**src/rtl/dsl_pkg.sv**
```systemverilog
// Shared types, codes and keyword tables of the DSL byte lexer.
package dsl_pkg;

   localparam int OFFSET_BITS_DEFAULT = 16;
   localparam int KEYWORD_COUNT       = 6;
   localparam int KW_TABLE            = 6;
   localparam int KW_MAX_LEN          = 8;
   localparam int RSP_DEPTH           = 4;

   // Token kinds.
   localparam logic [4:0] KIND_NEWLINE      = 5'd0;
   localparam logic [4:0] KIND_RPAREN       = 5'd1;
   localparam logic [4:0] KIND_LPAREN       = 5'd2;
   localparam logic [4:0] KIND_ASSIGN       = 5'd3;
   localparam logic [4:0] KIND_PLUS         = 5'd4;
   localparam logic [4:0] KIND_MINUS        = 5'd5;
   localparam logic [4:0] KIND_STAR         = 5'd6;
   localparam logic [4:0] KIND_GT           = 5'd7;
   localparam logic [4:0] KIND_LT           = 5'd8;
   localparam logic [4:0] KIND_COMMA        = 5'd9;
   localparam logic [4:0] KIND_SEMI         = 5'd10;
   localparam logic [4:0] KIND_SLASH        = 5'd11;
   localparam logic [4:0] KIND_SHR          = 5'd12;
   localparam logic [4:0] KIND_SHL          = 5'd13;
   localparam logic [4:0] KIND_SHR3         = 5'd14;
   localparam logic [4:0] KIND_SHL3         = 5'd15;
   localparam logic [4:0] KIND_IDENT        = 5'd16;
   localparam logic [4:0] KIND_INT          = 5'd17;
   localparam logic [4:0] KIND_FLOAT        = 5'd18;
   localparam logic [4:0] KIND_KEYWORD_BASE = 5'd19;
   localparam logic [4:0] KIND_END          = 5'd25;
   localparam logic [4:0] KIND_ERROR        = 5'd26;

   // Character codes the lexer reacts to.
   localparam logic [7:0] CH_NUL     = 8'h00;
   localparam logic [7:0] CH_TAB     = 8'h09;
   localparam logic [7:0] CH_LF      = 8'h0A;
   localparam logic [7:0] CH_CR      = 8'h0D;
   localparam logic [7:0] CH_SPACE   = 8'h20;
   localparam logic [7:0] CH_PERCENT = 8'h25;
   localparam logic [7:0] CH_LPAREN  = 8'h28;
   localparam logic [7:0] CH_RPAREN  = 8'h29;
   localparam logic [7:0] CH_STAR    = 8'h2A;
   localparam logic [7:0] CH_PLUS    = 8'h2B;
   localparam logic [7:0] CH_COMMA   = 8'h2C;
   localparam logic [7:0] CH_MINUS   = 8'h2D;
   localparam logic [7:0] CH_DOT     = 8'h2E;
   localparam logic [7:0] CH_SLASH   = 8'h2F;
   localparam logic [7:0] CH_SEMI    = 8'h3B;
   localparam logic [7:0] CH_LT      = 8'h3C;
   localparam logic [7:0] CH_EQUAL   = 8'h3D;
   localparam logic [7:0] CH_GT      = 8'h3E;
   localparam logic [7:0] CH_UNDER   = 8'h5F;
   localparam logic [7:0] CH_LOWER_E = 8'h65;

   // Keywords are left-justified, first character in the top byte.
   localparam logic [KW_MAX_LEN*8-1:0] KW_TEXT [KW_TABLE] = '{
      {"define", 16'h0},
      {"input", 24'h0},
      {"csd", 40'h0},
      "truncate",
      "saturate",
      {"reg", 40'h0}
   };
   localparam logic [3:0] KW_LEN [KW_TABLE] = '{4'd6, 4'd5, 4'd3, 4'd8, 4'd8, 4'd3};

   typedef enum logic [3:0] {
      MODE_BEGIN,
      MODE_COMMENT,
      MODE_MINUS,
      MODE_GT,
      MODE_GT2,
      MODE_LT,
      MODE_LT2,
      MODE_IDENT,
      MODE_INT,
      MODE_FLOAT,
      MODE_EXP,
      MODE_EXPDIG,
      MODE_ERROR
   } lex_mode_type;

   typedef struct packed {
      logic [4:0]  token_kind;
      logic [15:0] start_offset;
      logic [15:0] token_length;
      logic        last_of_run;
   } token_type;

   typedef struct packed {
      logic not_empty;
      logic has_room;
   } queue_status_type;

   function automatic logic [7:0] kw_char(input int unsigned idx, input logic [2:0] pos);
      return KW_TEXT[idx][(KW_MAX_LEN*8-1) - 8*pos -: 8];
   endfunction

   function automatic logic is_digit(input logic [7:0] c);
      return (c >= 8'h30) && (c <= 8'h39);
   endfunction

   function automatic logic is_alpha(input logic [7:0] c);
      return ((c >= 8'h41) && (c <= 8'h5A)) || ((c >= 8'h61) && (c <= 8'h7A));
   endfunction

   function automatic logic is_word(input logic [7:0] c);
      return is_alpha(c) || is_digit(c) || (c == CH_UNDER);
   endfunction

endpackage

```
**src/rtl/dsl_channels.sv**
```systemverilog
// Valid/ready channel interfaces for input bytes and token records.
interface dsl_req_if;
   import dsl_pkg::*;

   logic       valid;
   logic       ready;
   logic [7:0] char_code;

   modport source (output valid, output char_code, input ready);
   modport sink (input valid, input char_code, output ready);
endinterface

interface dsl_rsp_if;
   import dsl_pkg::*;

   logic        valid;
   logic        ready;
   logic [4:0]  token_kind;
   logic [15:0] start_offset;
   logic [15:0] token_length;
   logic        last_of_run;

   modport source (output valid, output token_kind, output start_offset,
                   output token_length, output last_of_run, input ready);
   modport sink (input valid, input token_kind, input start_offset,
                 input token_length, input last_of_run, output ready);
endinterface

```
**src/rtl/dsl_lex_core.sv**
```systemverilog
// Lexer state machine: state registers and the per-byte token decision.
module dsl_lex_core #(
   parameter int OFFSET_BITS = dsl_pkg::OFFSET_BITS_DEFAULT
) (
   input  logic                        clock,
   input  logic                        reset,
   input  logic                        accept,
   input  logic [7:0]                  char_code,
   output dsl_pkg::token_type [1:0]    tokens,
   output logic [1:0]                  token_count
);
   import dsl_pkg::*;

   typedef struct packed {
      logic         emit;
      logic [4:0]   kind;
      logic         length;
      lex_mode_type mode;
      logic         load;
      logic         load_hits;
      logic [5:0]   hits;
      logic         restart;
   } begin_type;

   lex_mode_type           mode_ff, mode_in;
   logic [OFFSET_BITS-1:0] byte_offset_ff, byte_offset_in;
   logic [OFFSET_BITS-1:0] token_start_ff, token_start_in;
   logic [15:0]            token_bytes_ff, token_bytes_in;
   logic [5:0]             keyword_hits_ff, keyword_hits_in;

   logic                   pre_valid;
   logic [4:0]             pre_kind;
   logic [15:0]            pre_length;
   logic                   do_begin;
   logic                   restart;
   logic [15:0]            bumped;
   begin_type              br;
   logic [OFFSET_BITS+15:0] pos_ext, start_ext;
   token_type              pre_tok, br_tok;

   function automatic logic [5:0] hits_step(input logic [5:0] hits, input logic [15:0] p,
                                            input logic [7:0] c);
      logic [5:0] h;
      h = hits;
      for (int i = 0; i < KW_TABLE; i++) begin
         if (!((p < {12'b0, KW_LEN[i]}) && (kw_char(i, p[2:0]) == c))) begin
            h[i] = 1'b0;
         end
      end
      return h;
   endfunction

   function automatic logic [4:0] ident_kind(input logic [5:0] hits, input logic [15:0] len);
      logic [4:0] kind;
      kind = KIND_IDENT;
      // Walk downward so that the lowest matching keyword wins.
      for (int i = KW_TABLE - 1; i >= 0; i--) begin
         if ((i < KEYWORD_COUNT) && hits[i] && (len == {12'b0, KW_LEN[i]})) begin
            kind = KIND_KEYWORD_BASE + 5'(i);
         end
      end
      return kind;
   endfunction

   function automatic begin_type begin_f(input logic [7:0] c);
      begin_type r;
      r = '0;
      r.mode = MODE_BEGIN;
      r.hits = 6'h3F;
      r.length = 1'b1;
      unique case (c)
         CH_NUL: begin
            r.emit = 1'b1; r.kind = KIND_END; r.length = 1'b0; r.restart = 1'b1;
         end
         CH_SPACE, CH_TAB, CH_CR: begin
         end
         CH_PERCENT: r.mode = MODE_COMMENT;
         CH_LF:      begin r.emit = 1'b1; r.kind = KIND_NEWLINE; end
         CH_RPAREN:  begin r.emit = 1'b1; r.kind = KIND_RPAREN; end
         CH_LPAREN:  begin r.emit = 1'b1; r.kind = KIND_LPAREN; end
         CH_EQUAL:   begin r.emit = 1'b1; r.kind = KIND_ASSIGN; end
         CH_PLUS:    begin r.emit = 1'b1; r.kind = KIND_PLUS; end
         CH_STAR:    begin r.emit = 1'b1; r.kind = KIND_STAR; end
         CH_COMMA:   begin r.emit = 1'b1; r.kind = KIND_COMMA; end
         CH_SEMI:    begin r.emit = 1'b1; r.kind = KIND_SEMI; end
         CH_SLASH:   begin r.emit = 1'b1; r.kind = KIND_SLASH; end
         CH_MINUS:   begin r.mode = MODE_MINUS; r.load = 1'b1; end
         CH_GT:      begin r.mode = MODE_GT; r.load = 1'b1; end
         CH_LT:      begin r.mode = MODE_LT; r.load = 1'b1; end
         default: begin
            if (is_alpha(c)) begin
               r.mode = MODE_IDENT;
               r.load = 1'b1;
               r.load_hits = 1'b1;
               r.hits = hits_step(6'h3F, 16'd0, c);
            end else if (is_digit(c)) begin
               r.mode = MODE_INT;
               r.load = 1'b1;
            end else begin
               r.emit = 1'b1;
               r.kind = KIND_ERROR;
               r.mode = MODE_ERROR;
            end
         end
      endcase
      return r;
   endfunction

   always_comb begin
      mode_in         = mode_ff;
      token_start_in  = token_start_ff;
      token_bytes_in  = token_bytes_ff;
      keyword_hits_in = keyword_hits_ff;
      pre_valid       = 1'b0;
      pre_kind        = KIND_ERROR;
      pre_length      = token_bytes_ff;
      do_begin        = 1'b0;
      bumped          = (token_bytes_ff == 16'hFFFF) ? token_bytes_ff : token_bytes_ff + 16'd1;
      br              = begin_f(char_code);

      unique case (mode_ff)
         MODE_COMMENT: begin
            do_begin = (char_code == CH_LF) || (char_code == CH_NUL);
         end
         MODE_MINUS: begin
            if (is_digit(char_code)) begin
               mode_in = MODE_INT; token_bytes_in = 16'd2;
            end else begin
               pre_valid = 1'b1; pre_kind = KIND_MINUS; pre_length = 16'd1; do_begin = 1'b1;
            end
         end
         MODE_GT: begin
            if (char_code == CH_GT) begin
               mode_in = MODE_GT2; token_bytes_in = 16'd2;
            end else begin
               pre_valid = 1'b1; pre_kind = KIND_GT; pre_length = 16'd1; do_begin = 1'b1;
            end
         end
         MODE_GT2: begin
            pre_valid = 1'b1;
            if (char_code == CH_GT) begin
               pre_kind = KIND_SHR3; pre_length = 16'd3; mode_in = MODE_BEGIN;
            end else begin
               pre_kind = KIND_SHR; pre_length = 16'd2; do_begin = 1'b1;
            end
         end
         MODE_LT: begin
            if (char_code == CH_LT) begin
               mode_in = MODE_LT2; token_bytes_in = 16'd2;
            end else begin
               pre_valid = 1'b1; pre_kind = KIND_LT; pre_length = 16'd1; do_begin = 1'b1;
            end
         end
         MODE_LT2: begin
            pre_valid = 1'b1;
            if (char_code == CH_LT) begin
               pre_kind = KIND_SHL3; pre_length = 16'd3; mode_in = MODE_BEGIN;
            end else begin
               pre_kind = KIND_SHL; pre_length = 16'd2; do_begin = 1'b1;
            end
         end
         MODE_IDENT: begin
            if (is_word(char_code)) begin
               keyword_hits_in = hits_step(keyword_hits_ff, token_bytes_ff, char_code);
               token_bytes_in  = bumped;
            end else begin
               pre_valid = 1'b1;
               pre_kind  = ident_kind(keyword_hits_ff, token_bytes_ff);
               do_begin  = 1'b1;
            end
         end
         MODE_INT: begin
            if (is_digit(char_code)) begin
               token_bytes_in = bumped;
            end else if (char_code == CH_DOT) begin
               token_bytes_in = bumped; mode_in = MODE_FLOAT;
            end else begin
               pre_valid = 1'b1; pre_kind = KIND_INT; do_begin = 1'b1;
            end
         end
         MODE_FLOAT: begin
            if (is_digit(char_code)) begin
               token_bytes_in = bumped;
            end else if (char_code == CH_LOWER_E) begin
               token_bytes_in = bumped; mode_in = MODE_EXP;
            end else begin
               pre_valid = 1'b1; pre_kind = KIND_FLOAT; do_begin = 1'b1;
            end
         end
         MODE_EXP: begin
            token_bytes_in = bumped;
            if (is_digit(char_code) || (char_code == CH_MINUS)) begin
               mode_in = MODE_EXPDIG;
            end else begin
               // The error covers the number and the offending byte; byte 0 still ends input.
               pre_valid  = 1'b1;
               pre_kind   = KIND_ERROR;
               pre_length = bumped;
               mode_in    = MODE_ERROR;
               do_begin   = (char_code == CH_NUL);
            end
         end
         MODE_EXPDIG: begin
            if (is_digit(char_code)) begin
               token_bytes_in = bumped;
            end else begin
               pre_valid = 1'b1; pre_kind = KIND_FLOAT; do_begin = 1'b1;
            end
         end
         MODE_ERROR: begin
            do_begin = (char_code == CH_NUL);
         end
         default: begin
            do_begin = 1'b1;
         end
      endcase

      restart = 1'b0;
      if (do_begin) begin
         mode_in = br.mode;
         restart = br.restart;
         if (br.load) begin
            token_start_in = byte_offset_ff;
            token_bytes_in = 16'd1;
         end
         if (br.load_hits) begin
            keyword_hits_in = br.hits;
         end
      end

      byte_offset_in = restart ? '0
                               : byte_offset_ff + {{(OFFSET_BITS-1){1'b0}}, 1'b1};

      pos_ext   = {16'b0, byte_offset_ff};
      start_ext = {16'b0, token_start_ff};

      pre_tok.token_kind   = pre_kind;
      pre_tok.start_offset = start_ext[15:0];
      pre_tok.token_length = pre_length;
      pre_tok.last_of_run  = 1'b0;

      br_tok.token_kind    = br.kind;
      br_tok.start_offset  = pos_ext[15:0];
      br_tok.token_length  = {15'b0, br.length};
      br_tok.last_of_run   = 1'b1;

      token_count = {1'b0, pre_valid} + {1'b0, do_begin & br.emit};
      tokens[1]   = br_tok;
      if (pre_valid) begin
         tokens[0] = pre_tok;
         tokens[0].last_of_run = !(do_begin & br.emit);
      end else begin
         tokens[0] = br_tok;
      end
   end

   always_ff @(posedge clock) begin
      if (reset) begin
         mode_ff         <= MODE_BEGIN;
         byte_offset_ff  <= '0;
         token_start_ff  <= '0;
         token_bytes_ff  <= '0;
         keyword_hits_ff <= 6'h3F;
      end else if (accept) begin
         mode_ff         <= mode_in;
         byte_offset_ff  <= byte_offset_in;
         token_start_ff  <= token_start_in;
         token_bytes_ff  <= token_bytes_in;
         keyword_hits_ff <= keyword_hits_in;
      end
   end

endmodule

```
**src/rtl/dsl_rsp_queue.sv**
```systemverilog
// Small token queue that takes up to two records a cycle and hands out one.
module dsl_rsp_queue (
   input  logic                          clock,
   input  logic                          reset,
   input  logic [1:0]                    push_count,
   input  dsl_pkg::token_type [1:0]      push_tokens,
   input  logic                          pop,
   output dsl_pkg::token_type            head,
   output dsl_pkg::queue_status_type     status
);
   import dsl_pkg::*;

   localparam int PTR_BITS   = $clog2(RSP_DEPTH);
   localparam int LEVEL_BITS = $clog2(RSP_DEPTH + 1);

   token_type               entry_ff [RSP_DEPTH];
   logic [PTR_BITS-1:0]     wr_ptr_ff, wr_ptr_in;
   logic [PTR_BITS-1:0]     rd_ptr_ff, rd_ptr_in;
   logic [LEVEL_BITS-1:0]   level_ff, level_in;
   logic [PTR_BITS-1:0]     wr_next;

   always_comb begin
      wr_next   = wr_ptr_ff + {{(PTR_BITS-1){1'b0}}, 1'b1};
      wr_ptr_in = wr_ptr_ff + PTR_BITS'(push_count);
      rd_ptr_in = rd_ptr_ff + {{(PTR_BITS-1){1'b0}}, pop};
      level_in  = level_ff + LEVEL_BITS'(push_count) - {{(LEVEL_BITS-1){1'b0}}, pop};
      head      = entry_ff[rd_ptr_ff];
      status.not_empty = (level_ff != '0);
      // Room for two records regardless of this cycle's pop.
      status.has_room  = (level_ff <= LEVEL_BITS'(RSP_DEPTH - 2));
   end

   always_ff @(posedge clock) begin
      if (push_count != 2'd0) begin
         entry_ff[wr_ptr_ff] <= push_tokens[0];
      end
      if (push_count == 2'd2) begin
         entry_ff[wr_next] <= push_tokens[1];
      end
   end

   always_ff @(posedge clock) begin
      if (reset) begin
         wr_ptr_ff <= '0;
         rd_ptr_ff <= '0;
         level_ff  <= '0;
      end else begin
         wr_ptr_ff <= wr_ptr_in;
         rd_ptr_ff <= rd_ptr_in;
         level_ff  <= level_in;
      end
   end

endmodule

```
**src/rtl/dsl_byte_lexer.sv**
```systemverilog
// Top level of the DSL byte lexer: lexer state machine feeding a token queue.
// The lexer takes one text byte per cycle and turns it into zero, one or two token
// records (kind, start offset, length, last-of-run flag); byte 0 ends the input,
// flushes any pending token, emits an end token and restarts the offset at zero.
// Each accepted byte is decided in the same cycle by the state machine, and its
// tokens are written into a four-entry result queue. A new byte is taken whenever
// the queue holds two records or fewer, so with a sink that takes a token every
// cycle the sustained rate is one byte per cycle; a byte that closes one token and
// opens another adds a record and can hold input back when the sink falls behind.
// Tokens leave the queue in order, one per cycle while the sink is ready; each is
// registered in the queue before it can leave.
module dsl_byte_lexer #(
   parameter int OFFSET_BITS = dsl_pkg::OFFSET_BITS_DEFAULT
) (
   input logic       clock,
   input logic       reset,
   dsl_req_if.sink   req_chan,
   dsl_rsp_if.source rsp_chan
);
   import dsl_pkg::*;

   logic             accept;
   logic             pop;
   token_type [1:0]  core_tokens;
   logic [1:0]       core_count;
   logic [1:0]       push_count;
   token_type        head;
   queue_status_type q_status;

   assign accept     = req_chan.valid && req_chan.ready;
   assign pop        = rsp_chan.valid && rsp_chan.ready;
   assign push_count = accept ? core_count : 2'd0;

   dsl_lex_core #(
      .OFFSET_BITS(OFFSET_BITS)
   ) u_core (
      .clock       (clock),
      .reset       (reset),
      .accept      (accept),
      .char_code   (req_chan.char_code),
      .tokens      (core_tokens),
      .token_count (core_count)
   );

   dsl_rsp_queue u_queue (
      .clock       (clock),
      .reset       (reset),
      .push_count  (push_count),
      .push_tokens (core_tokens),
      .pop         (pop),
      .head        (head),
      .status      (q_status)
   );

   assign req_chan.ready        = q_status.has_room;
   assign rsp_chan.valid        = q_status.not_empty;
   assign rsp_chan.token_kind   = head.token_kind;
   assign rsp_chan.start_offset = head.start_offset;
   assign rsp_chan.token_length = head.token_length;
   assign rsp_chan.last_of_run  = head.last_of_run;

`ifndef NO_ASSERTIONS
   // Byte 0 always produces at least the end token.
   a_end_yields_token: assert property (@(posedge clock) disable iff (reset)
      accept && (req_chan.char_code == CH_NUL) |=> rsp_chan.valid)
      else $error("end of input produced no token");

   // Any accepted token shows up in the queue on the next cycle.
   a_push_visible: assert property (@(posedge clock) disable iff (reset)
      push_count != 2'd0 |=> q_status.not_empty)
      else $error("pushed token missing from queue");

   // An end token is empty and always closes its byte's run.
   a_end_shape: assert property (@(posedge clock) disable iff (reset)
      rsp_chan.valid && (rsp_chan.token_kind == KIND_END) |->
         (rsp_chan.token_length == 16'd0) && rsp_chan.last_of_run)
      else $error("malformed end token");
`endif

endmodule

```
**src/flat_wrapper.sv**
```systemverilog
// flat-port wrapper written by rule: the top's interface ports become plain ports
module dsl_byte_lexer_flat import dsl_pkg::*;
#(
   parameter int OFFSET_BITS = dsl_pkg::OFFSET_BITS_DEFAULT
)
  (clock, reset, req_chan_valid, req_chan_char_code, req_chan_ready, rsp_chan_valid, rsp_chan_token_kind, rsp_chan_start_offset, rsp_chan_token_length, rsp_chan_last_of_run, rsp_chan_ready);
  dsl_req_if req_chan_i ();
  dsl_rsp_if rsp_chan_i ();
  input logic clock;
  input logic reset;
  input wire logic [$bits(req_chan_i.valid)-1:0] req_chan_valid;
  input wire logic [$bits(req_chan_i.char_code)-1:0] req_chan_char_code;
  output wire logic [$bits(req_chan_i.ready)-1:0] req_chan_ready;
  output wire logic [$bits(rsp_chan_i.valid)-1:0] rsp_chan_valid;
  output wire logic [$bits(rsp_chan_i.token_kind)-1:0] rsp_chan_token_kind;
  output wire logic [$bits(rsp_chan_i.start_offset)-1:0] rsp_chan_start_offset;
  output wire logic [$bits(rsp_chan_i.token_length)-1:0] rsp_chan_token_length;
  output wire logic [$bits(rsp_chan_i.last_of_run)-1:0] rsp_chan_last_of_run;
  input wire logic [$bits(rsp_chan_i.ready)-1:0] rsp_chan_ready;
  assign req_chan_i.valid = req_chan_valid;
  assign req_chan_i.char_code = req_chan_char_code;
  assign req_chan_ready = req_chan_i.ready;
  assign rsp_chan_valid = rsp_chan_i.valid;
  assign rsp_chan_token_kind = rsp_chan_i.token_kind;
  assign rsp_chan_start_offset = rsp_chan_i.start_offset;
  assign rsp_chan_token_length = rsp_chan_i.token_length;
  assign rsp_chan_last_of_run = rsp_chan_i.last_of_run;
  assign rsp_chan_i.ready = rsp_chan_ready;
  dsl_byte_lexer #(.OFFSET_BITS(OFFSET_BITS)) u_core (.clock(clock), .reset(reset), .req_chan(req_chan_i), .rsp_chan(rsp_chan_i));
endmodule
```
**config.mk**
```make
export PLATFORM = sky130hd
export DESIGN_NAME = dsl_byte_lexer_flat
export DESIGN_NICKNAME = d
export VERILOG_FILES = /design/src/rtl/dsl_pkg.sv /design/src/rtl/dsl_channels.sv /design/src/rtl/dsl_lex_core.sv /design/src/rtl/dsl_rsp_queue.sv /design/src/rtl/dsl_byte_lexer.sv /design/src/flat_wrapper.sv
export SDC_FILE = /design/constraint.sdc
export NUM_CORES = 1
export LEC_CHECK = 0
export ABC_AREA = 1
export BUFFER_PORTS_ARGS = -buffer_cell sky130_fd_sc_hd__clkbuf_2
export CAP_MARGIN = 10
export CORE_MARGIN = 8
export CORE_UTILIZATION = 46
export DETAILED_ROUTE_END_ITERATION = 12
export PLACE_DENSITY = 0.68
export SYNTH_ARGS = -nofsm -noshare
export SYNTH_HDL_FRONTEND = slang
export SYNTH_SLANG_ARGS = --single-unit
export TNS_END_PERCENT = 20
```
**constraint.sdc**
```tcl
create_clock -name clock -period 8.03 [get_ports clock]
set_clock_uncertainty 0.1 [all_clocks]
set_input_delay 0.803 -clock clock [delete_from_list [all_inputs] [get_ports clock]]
set_output_delay 0.803 -clock clock [all_outputs]
set_load 0.005 [all_outputs]
```
# After elaboration in Yosys (flattened, before gate mapping)
# Memory sizes are Yosys's and may differ from the RTL's. A register that Yosys moved wholly into a read port is not among the register bits.
# Index checks and enable logic that the tools add are counted.
# totals
reg_bits,65
latchBits,0
mem_bits_rw,152
rom_bits,0
in_bits,12
output_inout_bits,40
wordCells,231
mem_count,1
# classes
add_sub_neg,9
mul,0
div,0
magnitude_cmp,11
eq_ne,58
n_shift,6
muxes,99
bitwise,1
reduce_logical,38
# mem_list
name,words,word_bits,read_ports,rd_ports_with_merged_regs,wr,line_no,rtl
u_core.u_queue.entry_ff,4,38,1,1,2,dsl_rsp_queue.sv:16,token_type entry_ff [RSP_DEPTH];
# ops
cell,n
$shiftx 71x33->8 const A,6
$mux 16,17
$pmux 16 s8,1
$eq 8x6->1 const B,14
$pmux 16 s6,1
$pmux 6 s11,1
$mux 4,16
$mux 5,10
$eq 7x8->1 const A,6
$eq 8x8->1,6
$pmux 5 s9,1
$mux 38,1
$mux 6,6
$add 16x1->16 const B,2
$eq 16x3->1 const B,2
$lt 16x3->1 const B,2
$mux 1,32
$pmux 4 s8,1
$ne 3x3->1 const B,9
$eq 8x4->1 const B,3
$eq 4x4->1 const B,5
$pmux 4 s5,1
$logic_and 1x1->1,17
$reduce_or 17->1,1
42 further kinds,61

# Depth between registers and ports, before layout
# depth
depth_word,13
mapped_depth,28
depth_no_buf,25

# Cells and area by module
# A second synthesis with hierarchy kept.
# hier_totals
cells_unflattened,1901
hier_area_um2,13920.9
# by_module_without_submodules
module,instances,cells_each,area_each_um2,seq_area_each_um2
dsl_rsp_queue,1,885,8125.3,4704.5
dsl_lex_core,1,1008,5765.5,1161.1
dsl_byte_lexer,1,8,30.0,0.0

# Worst setup path before layout
# Ideal clock, no wire load.
# synth_timing
path_type,input-to-reg
startpoint,input port req_chan_char_code[2]
endpoint,memory u_core.u_queue.entry_ff[2][17] in the netlist's numbering (enable)
setup_time_ps,377
arrival_time_ps,3826
required_ps,7553
slack_ps,3726
stages,24
path_buffers,2
cell_sequence,buf_4 -> nor2_4 -> nand2_1 -> nand2_1 -> nand2_1 -> nand2_1 -> nand3_2 -> nor2_4 -> inv_2 -> nand3_4 -> buf_4 -> inv_1 -> a211oi_1 -> ha_1 -> inv_1 -> nor2_2 -> inv_2 -> nand2_4 -> nand3_4 -> nor2_2 -> nand2_2 -> inv_2 -> nor2_2 -> inv_1
# synth_lines
element,line_no,rtl
"start, declared",flat_wrapper.sv:12,input wire logic [$bits(req_chan_i.char_code)-1:0] req_chan_char_code;
"end, declared",dsl_rsp_queue.sv:16,

==> summary.md <==
| Metric | Value |
|---|---|
| Sink Count | 217 |
| Post-Syn Area | between 10000 and 15000 sq um |
| I/O pin count | 52 |
| Residual DRC | 0 |
| Non-Filler Instances | 2192 |
| Seq/Total Area, Yosys | 0.408 |
| Leak Pwr | 5.54 nW |
| Largest family of logic cells by synthesized area | simple AND/OR/NAND/NOR gates |
| Post-CTS Resized | 0 |
| Routed vias/inst | 5.65 |
| Simple-Gate Fraction of Synth Area | 0.308 |
| DRT iter0 DRCs | approximately 1200 |
| Antenna Violating Nets Remaining | 0 |
| WL per Instance | around 19 um |
| Area of the multi-input gates | 6580 sq um |
| Worst hold path type | flop to flop |
| Critical path arrival | 5810 ps |
| Antenna violations before repair | 0 |
| Post-Synth XOR/XNOR Area | 0.0185 |
| Setup_tns | 0 ps |
| Clk Latency, worst-skew pair | 520 ps |
| Asr flop ratio synth | 0 |
| Initial Util | 0.463 |
| WP data required | roughly 8000 ps |
| Cts hold-fix bufs | 0 |
| Post-synthesis net count | 1820 |
| Gr usage total | 0.240 |
| Mux share of post-synthesis cell area | 0 |
| GRT Max-Usage Layer | met2 |
| Largest net degree at the start of global routing | 79 |
| FF+latch area | 5230 sq um |
| Crit-path max FO | 23 |
| Status | completed |
| EDFF count, synth | 88 |
| Minimum clock period | 5840 ps |
| Critical Path Source Type | flop |
| Synth Area in Compound Gates | 0.170 |
| Setup violations, final | 0 |
| M3 GR Usage | 0.0356 |
| Max-cap viol count | 0 |
| Clock-pin transition on the worst setup and hold timing paths | roughly 60 ps |
| Maximum vdd drop | about 0.17 mV |
| Die width | 183 um |
| Hpwl dp | 29200 um |
| Die area | around 33000 sq um |
| Max frequency | 0.171 GHz |
| Final wirelength | around 41000 um |
| Share of layout cells above drive strength 1 | 0.0976 |
| CTS tree | built |
| Final Max Tran Viols | 0 |
| # fillers | 2788 |
| Post-CTS Setup Inserts | 0 |
| Post-synthesis instance total | 1791 |
| Hold Startpoint | u_core.u_queue.entry_ff[2][6]$_SDFFE_PP0N_ |
| Power density cells | approximately 320 nW/um^2 |
| CTS Buffer Depth | 3 |
| Slew @ Worst Pin | 1150 ps |
| Ys flop type | dfxtp_1 |
| Total CTS buffers | 24 |
| Crit path kind | flop to flop |
| Final Cycle Share | 0.727 |
| Final hold vios | 0 |
| NumNets Final | 1825 |
| I/O Buffers | 51 |
| Met2 Use GR | 0.376 |
| ANT cells | 0 |
| Most frequent cells in the layout | 423 x nand2_1, 217 x o21ai_0, 207 x nor2_1 |
| Vias in the first global route | about 12000 |
| CTS root buffer | clkbuf_16 |
| First-pass GRT wire length | 64600 um |
| Distinct cells, synth | between 40 and 50 |
| Yosys reg bits | 217 |
| Post-synthesis adder-cell area fraction | 0.0172 |
| Max_slew headroom | 0.232 |
| Vias post-DR | 12400 |
| DRT Pass-1 Iters | 5 |
| RSZ-0062 raised after global routing | no |
| H-tree levels | 1 |
| Final core utilization | 0.507 |
| Commonest non-fill, non-tap cell in the layout | nand2_1 |
| P&R area growth vs syn | 9.34% |
| # rows | 61 |
| Worst reg2reg path startpoint | u_core.u_core.mode_ff[0]$_SDFFE_PP0P_ |
| Yosys warning count | 0 |
| Aggregate global routing overflow | 0 |
| Critical path endpoint category | flop |
| Die H | 183 um |
| Placed Instances | 2148 |
| CORE AREA | between 20000 and 30000 sq um |
| RePlAce Congestion | 0.947 |
| Met1 Track Usage GR | 0.333 |
| Worst setup path start | u_core.u_core.mode_ff[0]$_SDFFE_PP0P_ |
| Syn_area_per_cell | 7.15 sq um |
-- path summary, 6_finish.rpt --
check / to / slack [ps] / depth (start not counted)
setup / recovery: u_core.u_queue.entry_ff[0][23]$_DFFE_PP_ / 2190 / 17
hold / removal: u_core.u_queue.entry_ff[2][6]$_SDFFE_PP0N_ / 350 / 2
setup reg to reg: u_core.u_queue.entry_ff[0][23]$_DFFE_PP_ / 2190 / 17
hold reg to reg: u_core.u_queue.entry_ff[2][6]$_SDFFE_PP0N_ / 350 / 2
-- flip-flops by register name, summed over array words and instances (netlist names) --
| name | count |
|---|---|
| u_core.u_core.token_start_ff | 16 |
| u_core.u_queue.level_ff | 3 |
| u_core.u_queue.rd_ptr_ff | 2 |
| u_core.u_core.token_bytes_ff | 16 |
| u_core.u_core.keyword_hits_ff | 6 |
| u_core.u_core.byte_offset_ff | 16 |
| u_core.u_queue.entry_ff | 152 |
| u_core.u_queue.wr_ptr_ff | 2 |
| u_core.u_core.mode_ff | 4 |
-- report_power, final --
part / internal, mW / switching [mW]
sequential: 1.39 / 0.0979
clock: 0.670 / 0.461
combinational: 0.509 / 1.34
total: 2.57 / 1.90
-- stage by stage --
step	hold slack [ps]	setup slack [ps]	total power, mW	instance area (sq um)
5_1_grt	377	1670	4.75	14000
6_report	355	2190	4.47	14000
3_5_place_dp	341	1720	3.34	13200
4_1_cts	356	2240	4.46	14000
3_3_place_gp	333	1830	3.32	13200
2_1_floorplan	323	3730	2.76	12800
-- cell families (layout without fill, tap and decap cells) --
kind of cell | after synthesis | after routing
AO/OA/AOI/OAI | 410 | 410
XOR/XNOR | 27 | 27
AND/OR/NAND/NOR | 882 | 882
buffers and inverters | 238 | 261
flip-flops | 217 | 217
adder cells (fa/ha/maj) | 17 | 17
-- worst max-delay path, stage by stage (launching register included) --
cell,delay [ps]
dfxtp_1,470
nand2_1,200
nor2_1,400
inv_1,200
nor2_4,230
inv_2,130
nand3_4,200
inv_1,80
a211oi_1,350
ha_1,340
inv_1,120
nor2_2,70
inv_2,100
nand2_4,80
nand2_1,400
inv_1,550
nor2_2,690
inv_1,670
-- per-layer routing --
layer	up-vias	share of wire
li1	6027	-
met1	5780	0.45
met2	491	0.44
met3	80	0.075
met4	0	0.032
met5	-	0
-- synthesized netlist by cell type (6+ instances only) --
library cell	instances	area share
nor4_1	7	0.0034
inv_2	13	0.0038
nor2_2	13	0.0064
nand2_1	423	0.12
nand3_1	145	0.057
o21ai_1	63	0.025
o22ai_1	50	0.024
nand3_2	6	0.0047
edfxtp_1	88	0.21
nor2_4	6	0.0053
nand2_4	8	0.0070
dfxtp_1	129	0.20
o21ai_0	217	0.085
buf_6	7	0.0062
buf_2	10	0.0039
nand2_2	10	0.0049
a21oi_1	62	0.024
inv_1	137	0.040
ha_1	16	0.016
nand4_1	24	0.012
clkbuf_1	49	0.014
nor3_1	16	0.0063
buf_4	10	0.0059
nor2_1	207	0.061
xor2_1	24	0.016
-- final cells by class --
cell class,instances,share of cell area
multi-input combinational,1336,0.470
sequential,217,0.373
clock buffer,31,0.0492
inverter,158,0.0429
tap,378,0.0338
timing repair buffer,59,0.0225
clock inverter,13,0.00858
(Power assumes the default switching activity.)
